File: src/rtl/core/mtsc_pkg.sv
// ----------------------------------------------------------------------------
// mtsc_pkg
// Shared types, widths and constants of the Markov transition scorer.
// ----------------------------------------------------------------------------
`default_nettype none

package mtsc_pkg;

    localparam int SYM_BITS       = 8;
    localparam int COUNT_BITS     = 32;
    localparam int NSYM           = 1 << SYM_BITS;
    localparam int PAIR_ADDR_BITS = 2 * SYM_BITS;
    localparam int CNT_DEPTH      = 1 << PAIR_ADDR_BITS;
    localparam int ALPHA_BITS     = SYM_BITS + 1;
    localparam int K_BITS         = 12;
    localparam int KV_BITS        = K_BITS + ALPHA_BITS;

    localparam logic [K_BITS-1:0] K_RESET = K_BITS'(256);

    localparam int LOG_IN_BITS   = COUNT_BITS + 9;
    localparam int MANT_BITS     = 32;
    localparam int NORM_BITS     = (LOG_IN_BITS > MANT_BITS) ? LOG_IN_BITS : MANT_BITS;
    localparam int EXP_BITS      = 6;
    localparam int FRAC_BITS     = 24;
    localparam int FRAC_IDX_BITS = 5;
    localparam int LOG_BITS      = EXP_BITS + FRAC_BITS;
    localparam int SQ_BITS       = 2 * MANT_BITS;

    localparam logic [31:0] LN2_Q32 = 32'd2977044472;

    localparam int PROD_BITS  = LOG_BITS + 32;
    localparam int TERM_SHIFT = 40;
    localparam int TERM_BITS  = PROD_BITS + 1 - TERM_SHIFT;
    localparam logic [PROD_BITS:0] ROUND_HALF = (PROD_BITS + 1)'(1) << (TERM_SHIFT - 1);

    localparam int SUM_BITS     = 40;
    localparam int PAIR_BITS    = 16;
    localparam logic [PAIR_BITS-1:0] PAIR_MAX = '1;
    localparam int MEAN_BITS    = 24;
    localparam int DIV_BITS     = SUM_BITS + 2;
    localparam int DEN_BITS     = PAIR_BITS + 1;
    localparam int REM_BITS     = DEN_BITS + 1;
    localparam int DIV_CNT_BITS = 6;

    localparam logic [DIV_BITS-1:0] MEAN_POS_MAX = DIV_BITS'((1 << (MEAN_BITS - 1)) - 1);
    localparam logic [DIV_BITS-1:0] MEAN_NEG_MAG = DIV_BITS'(1 << (MEAN_BITS - 1));

    localparam int FIFO_DEPTH    = 2;
    localparam int FIFO_PTR_BITS = 1;
    localparam int FIFO_CNT_BITS = 2;

    localparam logic MODE_TRAIN = 1'b0;
    localparam logic MODE_SCORE = 1'b1;

    typedef enum logic {
        CMD_START,
        CMD_PAIR
    } cmd_kind_t;

    typedef struct packed {
        cmd_kind_t           kind;
        logic                mode;
        logic [SYM_BITS-1:0] from_sym;
        logic [SYM_BITS-1:0] to_sym;
        logic                last;
    } cmd_t;

    typedef enum logic [1:0] {
        L_IDLE,
        L_NORM,
        L_SQ,
        L_DONE
    } log_state_t;

    typedef enum logic [3:0] {
        B_CLEAR,
        B_IDLE,
        B_FETCH,
        B_EXEC,
        B_MARK,
        B_LOGN,
        B_LOGD,
        B_MUL,
        B_ACC,
        B_FIN,
        B_DIV,
        B_CLAMP,
        B_EMIT
    } back_state_t;

endpackage

`default_nettype wire

File: src/rtl/core/mtsc_front.sv
// ----------------------------------------------------------------------------
// mtsc_front
// Accepts symbols, tracks the open string and turns items into commands.
// ----------------------------------------------------------------------------
`default_nettype none

module mtsc_front (
    input  wire logic                          clk,
    input  wire logic                          rst_n,
    input  wire logic                          in_valid,
    output logic                               in_ready,
    input  wire logic                          mode,
    input  wire logic [7:0]                    symbol,
    input  wire logic                          first_symbol,
    input  wire logic                          last_symbol,
    input  wire logic                          clear_done,
    input  wire logic                          queue_full,
    output logic                               push,
    output mtsc_pkg::cmd_t                     push_cmd
);

    logic                              open_reg;
    logic                              mode_reg;
    logic [mtsc_pkg::SYM_BITS-1:0]     prev_reg;
    logic [mtsc_pkg::SYM_BITS-1:0]     sym;
    logic                              accept;

    assign sym      = symbol[mtsc_pkg::SYM_BITS-1:0];
    assign in_ready = clear_done && !queue_full;
    assign accept   = in_valid && in_ready;
    assign push     = accept && (first_symbol || open_reg);

    always_comb
    begin
        push_cmd.kind     = first_symbol ? mtsc_pkg::CMD_START : mtsc_pkg::CMD_PAIR;
        push_cmd.mode     = first_symbol ? mode : mode_reg;
        push_cmd.from_sym = prev_reg;
        push_cmd.to_sym   = sym;
        push_cmd.last     = last_symbol;
    end

    always_ff @(posedge clk or negedge rst_n)
    begin
        if (!rst_n)
        begin
            open_reg <= 1'b0;
            mode_reg <= mtsc_pkg::MODE_TRAIN;
            prev_reg <= '0;
        end
        else if (push)
        begin
            open_reg <= !last_symbol;
            prev_reg <= sym;
            if (first_symbol)
            begin
                mode_reg <= mode;
            end
        end
    end

endmodule

`default_nettype wire

File: config.mk
export PLATFORM = sky130hd
export DESIGN_NAME = mtsc_front
export DESIGN_NICKNAME = d
export VERILOG_FILES = /design/src/rtl/core/mtsc_pkg.sv /design/src/rtl/core/mtsc_front.sv
export SDC_FILE = /design/constraint.sdc
export NUM_CORES = 1
export LEC_CHECK = 0
export BUFFER_PORTS_ARGS = -buffer_cell sky130_fd_sc_hd__buf_2
export CORE_UTILIZATION = 38
export DETAILED_ROUTE_END_ITERATION = 7
export PLACE_DENSITY_LB_ADDON = 0.3
export SLEW_MARGIN = 30
export SYNTH_ARGS = -nofsm -noshare
export SYNTH_HDL_FRONTEND = slang
export SYNTH_SLANG_ARGS = --single-unit
File: constraint.sdc
create_clock -name clk -period 1.3 [get_ports clk]
set_input_delay 0.13 -clock clk [delete_from_list [all_inputs] [get_ports clk]]
set_output_delay 0.13 -clock clk [all_outputs]
set_load 0.02 [all_outputs]
==> flow_summary.toml, run 1 <==
[sta]
worst_slew_pin_slew_ps = 220.0
setup_viol = 0
rsz0062_at_grt = "no"
slew_headroom = 0.8533
finalCritPeriodShare = 0.9567
drv_slew = 0
max_freq_mhz = 804.1
skew_ps = 7.831
hold_viol = 0
fin_tns_setup_ps = 0
post-route-min-period_ps = 1244

[critical_path]
cp-start-kind = "register"
critPathKind = "register to output pin"
crit_fanout = 11
required_ps = 1170
slowest_delay_ps = 380
cp.arrival_ps = 1110
path_cells = "o211a_4, buf_2"
slowest_stage = "dfrtp_1"
endpoint_kind = "output pin"

[grt]
grt_max_degree = 12
grt_pass1_wl_microns = 1214
grt_usage = 0.1214
grt_pass1_vias = 301
grt_overflow = 0
antenna_found_initial = 0

[logic_synthesis]
syn_nets = 51
yosys.area_share.simple = 0.02657
synth_top_family_by_area = "multiplexers"
synth_compound_area_frac = 0.05556
synth_cell_types = 10
synthCells = 35
synth.area.top_cells = "dfrtp_1, mux2_4, buf_4, mux2_2, o211a_4"
synth_area_sq_um = 518.0
muxShareOfSynthArea = 0.2754
synth.avg_cell_area_sq_um = 14.80
synth_warnings = 0
ys_ff_latch = 10
yosysTopAreaCellShare = 0.4831
yosysTopAreaCell = "dfrtp_1"
synthXorXnorAreaFrac = 0
seq_area_frac_synth = 0.4831
synth_fa_ha_area_frac = 0

[final_layout]
ff_latch_area_sq_um = 250.2
multi_input_area_sq_um = 185.2
final_nets = 83
layout.cells.most_common = "buf_2"
final_cell_mix = "buf_2, dfrtp_1, mux2_4"
largest_register_ffs = 8
fillers = 108
syn2layout_area_growth_pct = 29.23
fin_cells = 79
drive_gt1_frac = 0.7846
antenna_cells = 0

[floorplan]
die_h_microns = 38.92
core_sq_um = 1186
die_x_microns = 38.92
die_area_sq_um = 1515
core.rowCount = 12
io_pins = 37
initial_core_util = 0.4367

[routing]
drt_iter0_markers = 2
drt_pass1_iterations = 2
routed-via-count = 365
drc = 0
wl_microns = 820
wire_per_inst_microns = 10.38
viasPerCell = 4.620
ant_nets = 0

[clock_network]
clock_sinks = 10
post_cts_buffers = 0
clk_pin_slew_ps = 60
post_cts_resized = 0
clockBufferDepth = 2
cts_tree = "yes"
h-tree-depth = 1
worstSkewPairLatency_ps = 250
cts_inserted_buffers = 3
root_buffer = "clkbuf_4"

[pwr]
p_leak_nw = 0.3673
p_per_area_nw_per_um2 = 1551
peakVddDrop_mv = 0.6635

[run_status]
status = "complete, no violations"

[placement]
io_buffers = 36
placed_cells = 75
gp_congestion = 0.5457

[job]
cap_violations = 0

[hold_path]
hold_class = "input pin to register"
-- worst paths after layout --
kind                       slack (ps)                      end  cells after the start               startpoint
max reg2reg                       180  prev_reg[5]$_DFFE_PN0P_                      2     open_reg$_DFFE_PN0P_
max                                60                     push                      2     open_reg$_DFFE_PN0P_
max in group asynchronous         850  prev_reg[7]$_DFFE_PN0P_                      2                    rst_n
min reg2reg                       500  prev_reg[6]$_DFFE_PN0P_                      1  prev_reg[6]$_DFFE_PN0P_
min                                70     open_reg$_DFFE_PN0P_                      2              last_symbol
min in group asynchronous         260     mode_reg$_DFFE_PN0P_                      2                    rst_n
-- cells by family after synthesis --
| family | count (synthesis) |
|---|---|
| simple gates | 1 |
| flops | 10 |
| compound gates | 3 |
| mux | 10 |
| buf+inv | 11 |
-- synthesized netlist by cell type --
library cell,number
mux2_4,8
dfrtp_1,10
o211a_4,1
mux2_2,2
buf_6,1
a21oi_1,1
nor2b_4,1
inv_1,1
a31oi_1,1
buf_4,9
-- stage by stage --
| step | area, sq um | setup WS (ps) | hold WS (ps) | total power [W] | utilization |
|---|---|---|---|---|---|
| final | 669.4 | 56.35 | 65.62 | 0.001038 | 0.5643 |
| after global placement | 636.9 | 169.6 | -2.698 | 0.0008476 | 0.5369 |
| after global routing | 669.4 | 0.6136 | 62.93 | 0.001109 | 0.5643 |
| after detailed placement | 636.9 | 152.2 | 3.463 | 0.0008510 | 0.5369 |
| after floorplan | 518.0 | 114.1 | -165.6 | 0.0007337 | - |
| after CTS | 669.4 | 16.25 | 59.89 | 0.001056 | 0.5643 |
-- layer usage --
metal / track usage / vias to the layer above / part of all wire
li1: - / 172 / -
met1: 0.1709 / 167 / 0.43
met2: 0.1833 / 26 / 0.46
met3: 0.03468 / 0 / 0.11
met4: 0.02586 / 0 / 0
met5: 0 / - / 0
-- layout make-up --
type / instances / share of cell area
clock buffers: 3 / 0.03364
multi-input cells: 14 / 0.2766
well taps: 14 / 0.02617
inverters: 1 / 0.005607
repair buffers: 37 / 0.2841
flip-flops and latches: 10 / 0.3738
-- critical path: cells and delay by family, from the launching register on --
| kind | cells | cell delay [ps] |
|---|---|---|
| DFF | 1 | 380 |
| AOI/OAI and AO/OA | 1 | 310 |
| buffers and inverters | 1 | 180 |
-- timing repair --
item	in CTS	in global routing
endpoints found under the hold margin	10	0
hold buffers	1	0
endpoints found under the setup margin	0	1
-- where the power goes --
group	switching [W]	internal (W)	total, W
Combinational	0.000203	0.000198	0.000400
Sequential	0.0000433	0.000399	0.000442
Clock	0.0000900	0.000106	0.000196
Total	0.000336	0.000702	0.00104
(Power assumes the default switching activity.)
==> run 2: changes to the inputs <==
- MAX_ROUTING_LAYER: unset -> met4
- clock period: 1.3 -> 1.35 ns (I/O delays scaled with it)
==> run 2 against run 1 <==
  * Register-to-register slack better by 20 ps
  * Via count is 1.1% lower
  * Critical path depth did not move
  * Die area unchanged
  * Design area up 2.1%
  * Power increased by 3.8%
  * Count of clock-buffer cells in the layout up 1
  * Sequential power is 3% lower
  * Sequential share of layout area decreased by 0.75 points
  * Global-route usage rose by 0.053 points
  * Combinational power down 3%
  * Sequential cell count is the same
==> flow_summary.toml, run 2 (synthesis gave the netlist of run 1 again) <==
[run_status]
status = "complete, no violations"

[sta]
slew_headroom = 0.8551
max_freq_mhz = 774.2
rsz0062_at_grt = "no"
drv_slew = 0
post-route-min-period_ps = 1292
setup_viol = 0
skew_ps = 1.106
hold_viol = 0
finalCritPeriodShare = 0.9568
fin_tns_setup_ps = 0
worst_slew_pin_slew_ps = 217.3

[final_layout]
fillers = 96
antenna_cells = 0
post-route-util = 0.5759
multi_input_area_sq_um = 185.2
ff_latch_area_sq_um = 250.2
drive_gt1_frac = 0.7879
final_cell_mix = "buf_2, dfrtp_1, mux2_4"
layout.cells.most_common = "buf_2"
fin_cells = 80
final_nets = 83
largest_register_ffs = 8
syn2layout_area_growth_pct = 31.88

[placement]
gp_congestion = 0.5468
io_buffers = 36
placed_cells = 75

[floorplan]
io_pins = 37
core_sq_um = 1186
die_h_microns = 38.92
die_area_sq_um = 1515
core.rowCount = 12
initial_core_util = 0.4367
die_x_microns = 38.92

[critical_path]
endpoint_kind = "output pin"
critPathKind = "register to output pin"
crit_fanout = 11
required_ps = 1220
path_cells = "o211a_4, buf_2"
cp-start-kind = "register"
slowest_delay_ps = 390
slowest_stage = "dfrtp_1"
cp.arrival_ps = 1160

[routing]
drt_iter0_markers = 3
wl_microns = 850
viasPerCell = 4.513
ant_nets = 0
drt_pass1_iterations = 2
drc = 0
routed-via-count = 361
wire_per_inst_microns = 10.63

[clock_network]
worstSkewPairLatency_ps = 260
root_buffer = "clkbuf_4"
h-tree-depth = 1
cts_inserted_buffers = 3
clock_sinks = 10
clockBufferDepth = 2
cts_tree = "yes"
post_cts_resized = 0
clk_pin_slew_ps = 60

[grt]
grt_overflow = 0
antenna_found_initial = 0
grt_max_degree = 12
grt_pass1_vias = 303
grt_pass1_wl_microns = 1173
grt_usage = 0.1219

[pwr]
peakVddDrop_mv = 0.7545
p_per_area_nw_per_um2 = 1577
power.total_w = 0.001077
p_leak_nw = 0.3745

[job]
cap_violations = 0

[hold_path]
hold_class = "input pin to register"
==> run 2: final timing paths <==
check / start / cells after the start / end / slack (ps)
max: open_reg$_DFFE_PN0P_ / 2 / push / 60
min: last_symbol / 2 / open_reg$_DFFE_PN0P_ / 60
max reg2reg: open_reg$_DFFE_PN0P_ / 2 / prev_reg[5]$_DFFE_PN0P_ / 200
min reg2reg: prev_reg[0]$_DFFE_PN0P_ / 1 / prev_reg[0]$_DFFE_PN0P_ / 510
max in group asynchronous: rst_n / 2 / prev_reg[2]$_DFFE_PN0P_ / 910
min in group asynchronous: rst_n / 2 / prev_reg[3]$_DFFE_PN0P_ / 260
==> run 2: report_power, final <==
| part | switching (W) | internal [W] |
|---|---|---|
| Combinational | 0.000198 | 0.000191 |
| Sequential | 0.0000429 | 0.000384 |
| Clock | 0.0000986 | 0.000163 |
==> run 2: routing by layer <==
| layer | vias to the layer above | share of wire | track usage |
|---|---|---|---|
| met5 | - | 0 | - |
| met4 | 0 | 0 | 0.05172 |
| met3 | 0 | 0.11 | 0.03468 |
| li1 | 172 | - | - |
| met2 | 26 | 0.45 | 0.1917 |
| met1 | 163 | 0.44 | 0.1455 |
==> run 2: cell type report <==
| cell class | instances | share of cell area |
|---|---|---|
| Timing Repair Buffer | 37 | 0.2784 |
| Inverter | 1 | 0.005495 |
| Tap cell | 14 | 0.02564 |
| Multi-Input combinational cell | 14 | 0.2711 |
| Sequential cell | 10 | 0.3663 |
| Clock buffer | 4 | 0.05311 |
==> run 2: critical path, delay by kind of cell (launching register included) <==
family                 cells  cell delay (ps)
AO/OA/AOI/OAI              1              330
buffers and inverters      1              180
flip-flops                 1              390
==> run 2: per-stage QoR <==
stage | setup WS [ps] | instance area (sq um) | hold slack, ps
after floorplan | 164.1 | 518.0 | -160.6
after global placement | 214.6 | 636.9 | 2.406
after detailed placement | 188.0 | 636.9 | 8.380
after CTS | 49.20 | 683.2 | 57.56
after global routing | 26.62 | 683.2 | 68.98
final | 58.37 | 683.2 | 63.29
==> run 2: timing repair <==
item | 4_1_cts | 5_1_grt
hold buffers | 1 | 0
endpoints found under the hold margin | 10 | 0
setup buffers | 0 | 0
