`src/rtl/core/mtsc_pkg.sv`:
```
// ----------------------------------------------------------------------------
// mtsc_pkg
// Shared types, widths and constants of the Markov transition scorer.
// ----------------------------------------------------------------------------
`default_nettype none

package mtsc_pkg;

    localparam int SYM_BITS       = 8;
    localparam int COUNT_BITS     = 32;
    localparam int NSYM           = 1 << SYM_BITS;
    localparam int PAIR_ADDR_BITS = 2 * SYM_BITS;
    localparam int CNT_DEPTH      = 1 << PAIR_ADDR_BITS;
    localparam int ALPHA_BITS     = SYM_BITS + 1;
    localparam int K_BITS         = 12;
    localparam int KV_BITS        = K_BITS + ALPHA_BITS;

    localparam logic [K_BITS-1:0] K_RESET = K_BITS'(256);

    localparam int LOG_IN_BITS   = COUNT_BITS + 9;
    localparam int MANT_BITS     = 32;
    localparam int NORM_BITS     = (LOG_IN_BITS > MANT_BITS) ? LOG_IN_BITS : MANT_BITS;
    localparam int EXP_BITS      = 6;
    localparam int FRAC_BITS     = 24;
    localparam int FRAC_IDX_BITS = 5;
    localparam int LOG_BITS      = EXP_BITS + FRAC_BITS;
    localparam int SQ_BITS       = 2 * MANT_BITS;

    localparam logic [31:0] LN2_Q32 = 32'd2977044472;

    localparam int PROD_BITS  = LOG_BITS + 32;
    localparam int TERM_SHIFT = 40;
    localparam int TERM_BITS  = PROD_BITS + 1 - TERM_SHIFT;
    localparam logic [PROD_BITS:0] ROUND_HALF = (PROD_BITS + 1)'(1) << (TERM_SHIFT - 1);

    localparam int SUM_BITS     = 40;
    localparam int PAIR_BITS    = 16;
    localparam logic [PAIR_BITS-1:0] PAIR_MAX = '1;
    localparam int MEAN_BITS    = 24;
    localparam int DIV_BITS     = SUM_BITS + 2;
    localparam int DEN_BITS     = PAIR_BITS + 1;
    localparam int REM_BITS     = DEN_BITS + 1;
    localparam int DIV_CNT_BITS = 6;

    localparam logic [DIV_BITS-1:0] MEAN_POS_MAX = DIV_BITS'((1 << (MEAN_BITS - 1)) - 1);
    localparam logic [DIV_BITS-1:0] MEAN_NEG_MAG = DIV_BITS'(1 << (MEAN_BITS - 1));

    localparam int FIFO_DEPTH    = 2;
    localparam int FIFO_PTR_BITS = 1;
    localparam int FIFO_CNT_BITS = 2;

    localparam logic MODE_TRAIN = 1'b0;
    localparam logic MODE_SCORE = 1'b1;

    typedef enum logic {
        CMD_START,
        CMD_PAIR
    } cmd_kind_t;

    typedef struct packed {
        cmd_kind_t           kind;
        logic                mode;
        logic [SYM_BITS-1:0] from_sym;
        logic [SYM_BITS-1:0] to_sym;
        logic                last;
    } cmd_t;

    typedef enum logic [1:0] {
        L_IDLE,
        L_NORM,
        L_SQ,
        L_DONE
    } log_state_t;

    typedef enum logic [3:0] {
        B_CLEAR,
        B_IDLE,
        B_FETCH,
        B_EXEC,
        B_MARK,
        B_LOGN,
        B_LOGD,
        B_MUL,
        B_ACC,
        B_FIN,
        B_DIV,
        B_CLAMP,
        B_EMIT
    } back_state_t;

endpackage

`default_nettype wire

```
`src/rtl/core/mtsc_fifo.sv`:
```
// ----------------------------------------------------------------------------
// mtsc_fifo
// Short command queue between the front and the back.
// ----------------------------------------------------------------------------
`default_nettype none

module mtsc_fifo (
    input  wire logic          clk,
    input  wire logic          rst_n,
    input  wire logic          push,
    input  wire mtsc_pkg::cmd_t push_cmd,
    output logic               full,
    input  wire logic          pop,
    output mtsc_pkg::cmd_t     pop_cmd,
    output logic               empty
);

    mtsc_pkg::cmd_t                          entry_reg [mtsc_pkg::FIFO_DEPTH];
    logic [mtsc_pkg::FIFO_PTR_BITS-1:0]      wr_ptr_reg;
    logic [mtsc_pkg::FIFO_PTR_BITS-1:0]      rd_ptr_reg;
    logic [mtsc_pkg::FIFO_CNT_BITS-1:0]      count_reg;
    logic [mtsc_pkg::FIFO_CNT_BITS-1:0]      count_next;

    assign full    = (count_reg == mtsc_pkg::FIFO_CNT_BITS'(mtsc_pkg::FIFO_DEPTH));
    assign empty   = (count_reg == '0);
    assign pop_cmd = entry_reg[rd_ptr_reg];

    always_comb
    begin
        count_next = count_reg;
        if (push && !pop)
        begin
            count_next = count_reg + 1'b1;
        end
        else if (pop && !push)
        begin
            count_next = count_reg - 1'b1;
        end
    end

    always_ff @(posedge clk or negedge rst_n)
    begin
        if (!rst_n)
        begin
            wr_ptr_reg <= '0;
            rd_ptr_reg <= '0;
            count_reg  <= '0;
        end
        else
        begin
            if (push)
            begin
                wr_ptr_reg <= wr_ptr_reg + 1'b1;
            end
            if (pop)
            begin
                rd_ptr_reg <= rd_ptr_reg + 1'b1;
            end
            count_reg <= count_next;
        end
    end

    always_ff @(posedge clk)
    begin
        if (push)
        begin
            entry_reg[wr_ptr_reg] <= push_cmd;
        end
    end

endmodule

`default_nettype wire

```
`config.mk`:
```
export PLATFORM = sky130hd
export DESIGN_NAME = mtsc_fifo
export DESIGN_NICKNAME = d
export VERILOG_FILES = /design/src/rtl/core/mtsc_pkg.sv /design/src/rtl/core/mtsc_fifo.sv
export SDC_FILE = /design/constraint.sdc
export NUM_CORES = 1
export LEC_CHECK = 0
export BUFFER_PORTS_ARGS = -buffer_cell sky130_fd_sc_hd__buf_2
export CAP_MARGIN = 20
export CORE_ASPECT_RATIO = 1.5
export CORE_MARGIN = 2
export CORE_UTILIZATION = 43
export CTS_CLUSTER_DIAMETER = 200
export DETAILED_ROUTE_END_ITERATION = 10
export PLACE_DENSITY = 0.7
export SLEW_MARGIN = 5
export SYNTH_ARGS = -nofsm -noshare
export SYNTH_HDL_FRONTEND = slang
export SYNTH_SLANG_ARGS = --single-unit
```
`constraint.sdc`:
```
create_clock -name clk -period 1.6 [get_ports clk]
set_input_delay 0.32 -clock clk [delete_from_list [all_inputs] [get_ports clk]]
set_output_delay 0.32 -clock clk [all_outputs]
set_load 0.02 [all_outputs]
```
==> results of run 1 <==
[metal layers]
| layer | share of wire | up-vias |
|---|---|---|
| met5 | 0 | - |
| met4 | 0.030 | 0 |
| met3 | 0.056 | 6 |
| met2 | 0.56 | 30 |
| met1 | 0.35 | 398 |
| li1 | - | 396 |
[cells by family after synthesis]
family / synth area share
adder cells (fa/ha/maj): 0.00764
buffers and inverters: 0.0161
flip-flops: 0.758
AND/OR/NAND/NOR: 0.0168
XOR/XNOR: 0.0268
multiplexers: 0.174
[worst paths after layout]
check / to / slack, ns
hold reg to reg: count_reg[1] / 0.50
max in group asynchronous: rd_ptr_reg / 1.12
min in group asynchronous: count_reg[1] / 0.36
setup reg to reg: entry_reg[0][14] / 0.56
setup / recovery: pop_cmd[2] / -0.11
hold / removal: entry_reg[1][3] / 0.22
[final cells by class]
class                      instances  area [um2]  area share
sequential                        42        1240       0.572
timing repair buffer              50         419       0.193
multi-input combinational         30         372       0.171
clock buffer                       6        72.6      0.0334
tap                               43        53.8      0.0248
clock inverter                     2        8.76     0.00403
inverter                           1        3.75     0.00173
[power by group]
part	leakage [uW]	switching, uW	internal, uW	total [uW]
Clock	0.0000426	312	299	611
Combinational	0.000461	770	937	1710
Sequential	0.000402	122	1470	1590
Total	0.000906	1200	2710	3910
[critical path, stage by stage (launching register included)]
cell	delay, ns
dfrtp_2	0.47
buf_12	0.17
mux2_4	0.30
buf_2	0.16
[metrics by stage]
| step | area (um2) | hold WS [ns] | worst slack [ns] | power (uW) | std cells |
|---|---|---|---|---|---|
| after floorplan | 1640 | 0.0244 | 0.278 | 2570 | 75 |
| after global placement | 1950 | 0.124 | 0.226 | 2940 | 162 |
| after detailed placement | 1950 | 0.130 | 0.199 | 2980 | 162 |
| after CTS | 2080 | 0.206 | -0.123 | 3730 | 173 |
| after global routing | 2170 | 0.209 | -0.141 | 4090 | 174 |
| final | 2170 | 0.218 | -0.109 | 3910 | 174 |
[Yosys cell counts (all sizes together)]
| master | count |
|---|---|
| edfxtp | 38 |
| nor2 | 2 |
| ha | 1 |
| xor2 | 4 |
| buf | 2 |
| inv | 1 |
| mux2 | 19 |
| xnor2 | 1 |
| and2b | 1 |
| and2 | 1 |
| dfrtp | 4 |
| nor2b | 1 |
[timing repair]
action                                  in CTS  in global routing
hold buffers                                 1                  0
pin swaps                                    0                  0
endpoints found under the setup margin      19                 19
setup buffers                                1                  0
gates resized for setup                      4                 28
endpoints found under the hold margin        4                  0
gates cloned                                 1                  1
==> impl_metrics.py, run 1 <==
metrics = {
    "clock_network": {
        "numCtsBuffers": 5,
        "maximum_count_of_clock_buffers_along_a_single_path": 2,
        "clk_latency_ns": 0.29,
        "cts.htree.levels": 2,
        "clk_pin_slew_worst_paths_ns": 0.07,
        "clkSinkCount": 42,
        "cts_tree": "built",
        "clockRootBuffer": "clkbuf_8",
    },
    "routing": {
        "dr_vias_cell": 4.77,
        "final_antenna_net_count": 0,
        "firstDrtPassIters": 3,
        "wire_per_inst_um": 15.5,
        "total_via_count_in_the_routed_design": 830,
        "drc_errors": 0,
        "violation_count_after_the_first_detailed_route_iteration": 7,
        "drt-total-wl_um": 2700,
    },
    "logic_synthesis": {
        "yosysWarningCount": 0,
        "netlist_instances": 75,
        "number_of_synthesized_register_bits": 42,
        "synthesis.area_per_instance_um2": 21.8,
        "synth_seq_area_share": 0.758,
        "syn_nets": 99,
        "distinct_cell_type_count_of_the_synthesized_netlist": 12,
        "synthTopCellsByArea": "edfxtp_1 (70%), mux2_4 (17%), dfrtp_1 (6.1%), xor2_1 (2.1%), buf_6 (1.4%)",
        "synth_top_area_cell": "edfxtp_1",
        "mappedNetlistArea_um2": 1640,
        "synth_top_area_share": 0.697,
    },
    "timing": {
        "grt_setup_unrepaired": "yes",
        "layout_min_cycle_time_ns": 1.71,
        "hold_viol_final": 0,
        "fin_setup_tns_ns": -1.61,
        "final-setup-viol-count": 19,
        "achievable-frequency_ghz": 0.585,
        "final_min_period_over_clock_period": 1.07,
        "final.setup.worst_slack_ns": -0.109,
        "timing.slew.headroom": 0.887,
        "worst_clock_skew_ns": 0.00212,
        "worst-slew-pin-transition_ns": 0.170,
        "report.final.slew_viol_count": 0,
    },
    "critical_path": {
        "setup.worst_path.start": "rd_ptr_reg",
        "cp-end-kind": "output pin",
        "r2r-start": "wr_ptr_reg",
        "setup.worst_path.start_class": "register",
        "arrival_ns": 1.39,
        "worst-setup-path-type": "register to output pin",
        "r2r_cells": 2,
        "critPathRequiredTime_ns": 1.28,
        "crit_path_max_fanout": 10,
    },
    "grt": {
        "wire_length_of_the_first_global_routing_pass_um": 3820,
        "grtUsageTotal": 0.135,
        "grt.overflow.total": 0,
        "number_of_global_route_vias_before_repair": 814,
        "grt.met2_usage": 0.220,
        "gr-max-usage-layer": "met2",
        "met1_usage": 0.138,
        "antenna_found_initial": 0,
        "grt_util_met3": 0.0506,
        "largest_net_degree_at_the_start_of_global_routing": 20,
    },
    "floorplanning": {
        "floorplan.die.height_um": 79.6,
        "core_region_um2": 3650,
        "placementRows": 27,
        "ioPinCount": 44,
        "dieWidth_um": 54.4,
        "initial_core_utilization": 0.449,
        "fp.dieArea_um2": 4330,
    },
    "cells_and_area": {
        "layout.cells.most_common": "edfxtp_1",
        "area_growth_syn_to_layout_pct": 32.7,
        "drive_gt1_frac": 0.580,
        "largest_reg_flops": 38,
        "post-route-util": 0.595,
        "final_cell_mix": "edfxtp_1 (38), buf_2 (28), mux2_4 (19), buf_6 (15), clkbuf_8 (5)",
        "diodes": 0,
        "nNetsFinal": 154,
        "fillers": 294,
    },
    "outcome": {
        "violations": "setup timing",
        "run_status": "finished with violations",
    },
    "hold_path": {
        "min_delay_path_depth": 1,
        "hold_path.class": "input pin to register",
        "hold_path.startpoint": "push_cmd[3]",
    },
    "power": {
        "leakage_uw": 0.000906,
        "power-per-cell-area_nw_per_um2": 1800,
        "max_ir_drop_vdd_uv": 1310,
    },
    "job": {
        "max-cap-violations": 0,
    },
    "placement": {
        "portBuffers": 43,
        "gp_congestion": 0.646,
    },
}
Power figures use the tool's default switching activity.
==> inputs of run 2 (changes only) <==
--- a/config.mk
+++ b/config.mk
@@ -7,12 +7,11 @@
 export LEC_CHECK = 0
 export BUFFER_PORTS_ARGS = -buffer_cell sky130_fd_sc_hd__buf_2
 export CAP_MARGIN = 20
-export CORE_ASPECT_RATIO = 1.5
 export CORE_MARGIN = 2
 export CORE_UTILIZATION = 43
 export CTS_CLUSTER_DIAMETER = 200
 export DETAILED_ROUTE_END_ITERATION = 10
-export PLACE_DENSITY = 0.7
+export PLACE_DENSITY = 0.67
 export SLEW_MARGIN = 5
 export SYNTH_ARGS = -nofsm -noshare
 export SYNTH_HDL_FRONTEND = slang
==> constraint.sdc (replaced) <==
create_clock -name clk -period 1.7 [get_ports clk]
set_input_delay 0.34 -clock clk [delete_from_list [all_inputs] [get_ports clk]]
set_output_delay 0.34 -clock clk [all_outputs]
set_load 0.02 [all_outputs]
==> run 2 against run 1 <==
  * The run still ends with setup timing left
  * Setup slack better by 0.10 ns
  * Core utilization down 1.3 points
  * Sequential share of layout area up 1.1 points
  * Count of clock-buffer cells in the layout down 1
  * Total power down 6.7%
  * Critical path depth unchanged
  * Non-clock buffer count up 1
  * Via count down 1.1%
  * Worst hold slack better by 0.024 ns
  * Design area down 1.8%
  * Sequential power down 7%
  * Register-to-register slack worse by 0.08 ns
  * Critical endpoint is now pop_cmd[3]
  * Largest cell class unchanged
  * Largest power group is now registers
==> impl_metrics.py, run 2 (synthesized netlist as in run 1, its figures left out) <==
metrics = {
    "timing": {
        "report.final.slew_viol_count": 0,
        "final_min_period_over_clock_period": 1.00,
        "fin_setup_tns_ns": -0.0384,
        "final-setup-viol-count": 7,
        "hold_viol_final": 0,
        "worst_clock_skew_ns": 0.00561,
        "timing.slew.headroom": 0.801,
        "layout_min_cycle_time_ns": 1.71,
        "worst-slew-pin-transition_ns": 0.299,
        "grt_setup_unrepaired": "yes",
        "final.setup.worst_slack_ns": -0.00692,
        "achievable-frequency_ghz": 0.586,
    },
    "clock_network": {
        "cts_tree": "built",
        "cts.htree.levels": 2,
        "clk_pin_slew_worst_paths_ns": 0.07,
        "clockRootBuffer": "clkbuf_8",
        "maximum_count_of_clock_buffers_along_a_single_path": 2,
        "clk_latency_ns": 0.28,
        "numCtsBuffers": 5,
        "clkSinkCount": 42,
    },
    "power": {
        "share_comb_of_total_power": 0.398,
        "net-switching-power_uw": 1080,
        "power.internal_uw": 2570,
        "power.switching_fraction": 0.297,
        "power-per-cell-area_nw_per_um2": 1710,
        "leakage_uw": 0.000896,
        "max_ir_drop_vdd_uv": 815,
        "p_clk_frac": 0.196,
        "seqPwrFrac": 0.406,
        "power.total_uw": 3650,
    },
    "cells_and_area": {
        "area_growth_syn_to_layout_pct": 30.3,
        "drive_gt1_frac": 0.588,
        "diodes": 0,
        "largest_reg_flops": 38,
        "finish.instance_area_um2": 2130,
        "layout.cells.most_common": "edfxtp_1",
        "nNetsFinal": 155,
        "final_cell_mix": "edfxtp_1 (38), buf_2 (36), mux2_4 (19), buf_6 (7)",
        "fillers": 286,
    },
    "critical_path": {
        "worst-setup-path-type": "register to output pin",
        "crit_path_top_delay_cell": "dfrtp_2",
        "cp-end-kind": "output pin",
        "cp_bufs_invs": 2,
        "setup.worst_path.start_class": "register",
        "crit_path_max_fanout": 9,
        "max_stage_delay_ns": 0.45,
        "cp_cell_sequence": "clkbuf_16 > mux2_4 > buf_2",
        "arrival_ns": 1.37,
        "critPathRequiredTime_ns": 1.36,
        "cell_family_with_most_cp_delay": "flip-flops",
    },
    "placement": {
        "instance_area_after_placement_um2": 1940,
        "gp_congestion": 0.620,
        "portBuffers": 43,
        "hpwl_detailed_um": 1710,
        "setup_slack_at_placement_ns": 0.255,
    },
    "outcome": {
        "violations": "setup timing",
        "run_status": "finished with violations",
    },
    "job": {
        "max-cap-violations": 0,
    },
    "routing": {
        "final_antenna_net_count": 0,
        "violation_count_after_the_first_detailed_route_iteration": 18,
        "dr_vias_cell": 4.59,
        "drc_errors": 0,
        "firstDrtPassIters": 2,
        "total_via_count_in_the_routed_design": 821,
        "wire_per_inst_um": 13.7,
        "drt-total-wl_um": 2460,
    },
    "grt": {
        "grtUsageTotal": 0.127,
        "grt.overflow.total": 0,
        "antenna_found_initial": 0,
        "wire_length_of_the_first_global_routing_pass_um": 3800,
        "number_of_global_route_vias_before_repair": 859,
        "largest_net_degree_at_the_start_of_global_routing": 13,
    },
    "floorplanning": {
        "floorplan.die.height_um": 65.7,
        "core_region_um2": 3660,
        "ioPinCount": 44,
        "placementRows": 22,
        "dieWidth_um": 65.7,
        "fp.dieArea_um2": 4320,
        "initial_core_utilization": 0.447,
    },
    "hold_path": {
        "hold_path.class": "input pin to register",
    },
}
==> run 2: cell types whose count changed in the layout (fill, tap and decap cells not counted), sizes merged <==
cell / delta
clkbuf: -1
clkinv: -1
bufinv: +1
buf: +1
==> run 2: metal layers <==
layer	share of wire	up-vias	track usage
met2	0.54	20	0.221
met1	0.40	402	0.134
met3	0.046	5	0.0428
li1	-	394	-
met4	0.017	0	0.0703
met5	0	-	0
==> run 2: per-stage QoR <==
stage                      util  hold WS (ns)  instances
after global placement    0.530         0.147        169
after global routing      0.582         0.227        179
after detailed placement  0.530         0.153        169
after CTS                 0.576         0.230        179
final                     0.582         0.243        179
after floorplan               -        0.0444         75
==> run 2: layout make-up <==
cell class | instances | area, um2 | area share
multi-input combinational | 30 | 372 | 0.174
inverter | 1 | 3.75 | 0.00176
clock buffer | 5 | 68.8 | 0.0323
timing repair buffer | 51 | 352 | 0.165
sequential | 42 | 1240 | 0.583
tap | 48 | 60.1 | 0.0282
clock inverter | 2 | 33.8 | 0.0158
==> run 2: power by group through the flow <==
stage	Sequential [uW]	Clock, uW	Combinational [uW]
CTS	1490	739	1430
finish	1480	716	1450
global placement	1480	0	1270
global route	1510	787	1530
detailed placement	1500	0	1290
floorplan	1470	0	946
==> run 2: final timing paths <==
kind                              startpoint                to  slack, ns  cells after the start
worst max-delay path              rd_ptr_reg        pop_cmd[3]     -0.007                      3
worst min-delay path             push_cmd[9]   entry_reg[1][9]       0.24                      1
worst max register to register    wr_ptr_reg  entry_reg[1][17]       0.48                      2
worst min register to register  count_reg[1]      count_reg[1]       0.49                      1
max in group asynchronous              rst_n        rd_ptr_reg       1.18                      2
min in group asynchronous              rst_n      count_reg[0]       0.39                      2
==> run 2: repair_timing <==
item                                    4_1_cts  5_1_grt
setup buffers                                 1        0
pin swaps                                     0        0
hold buffers                                  1        0
endpoints found under the hold margin         4        0
resized for setup                             8        9
cloned                                        1        0
endpoints found under the setup margin       19       19
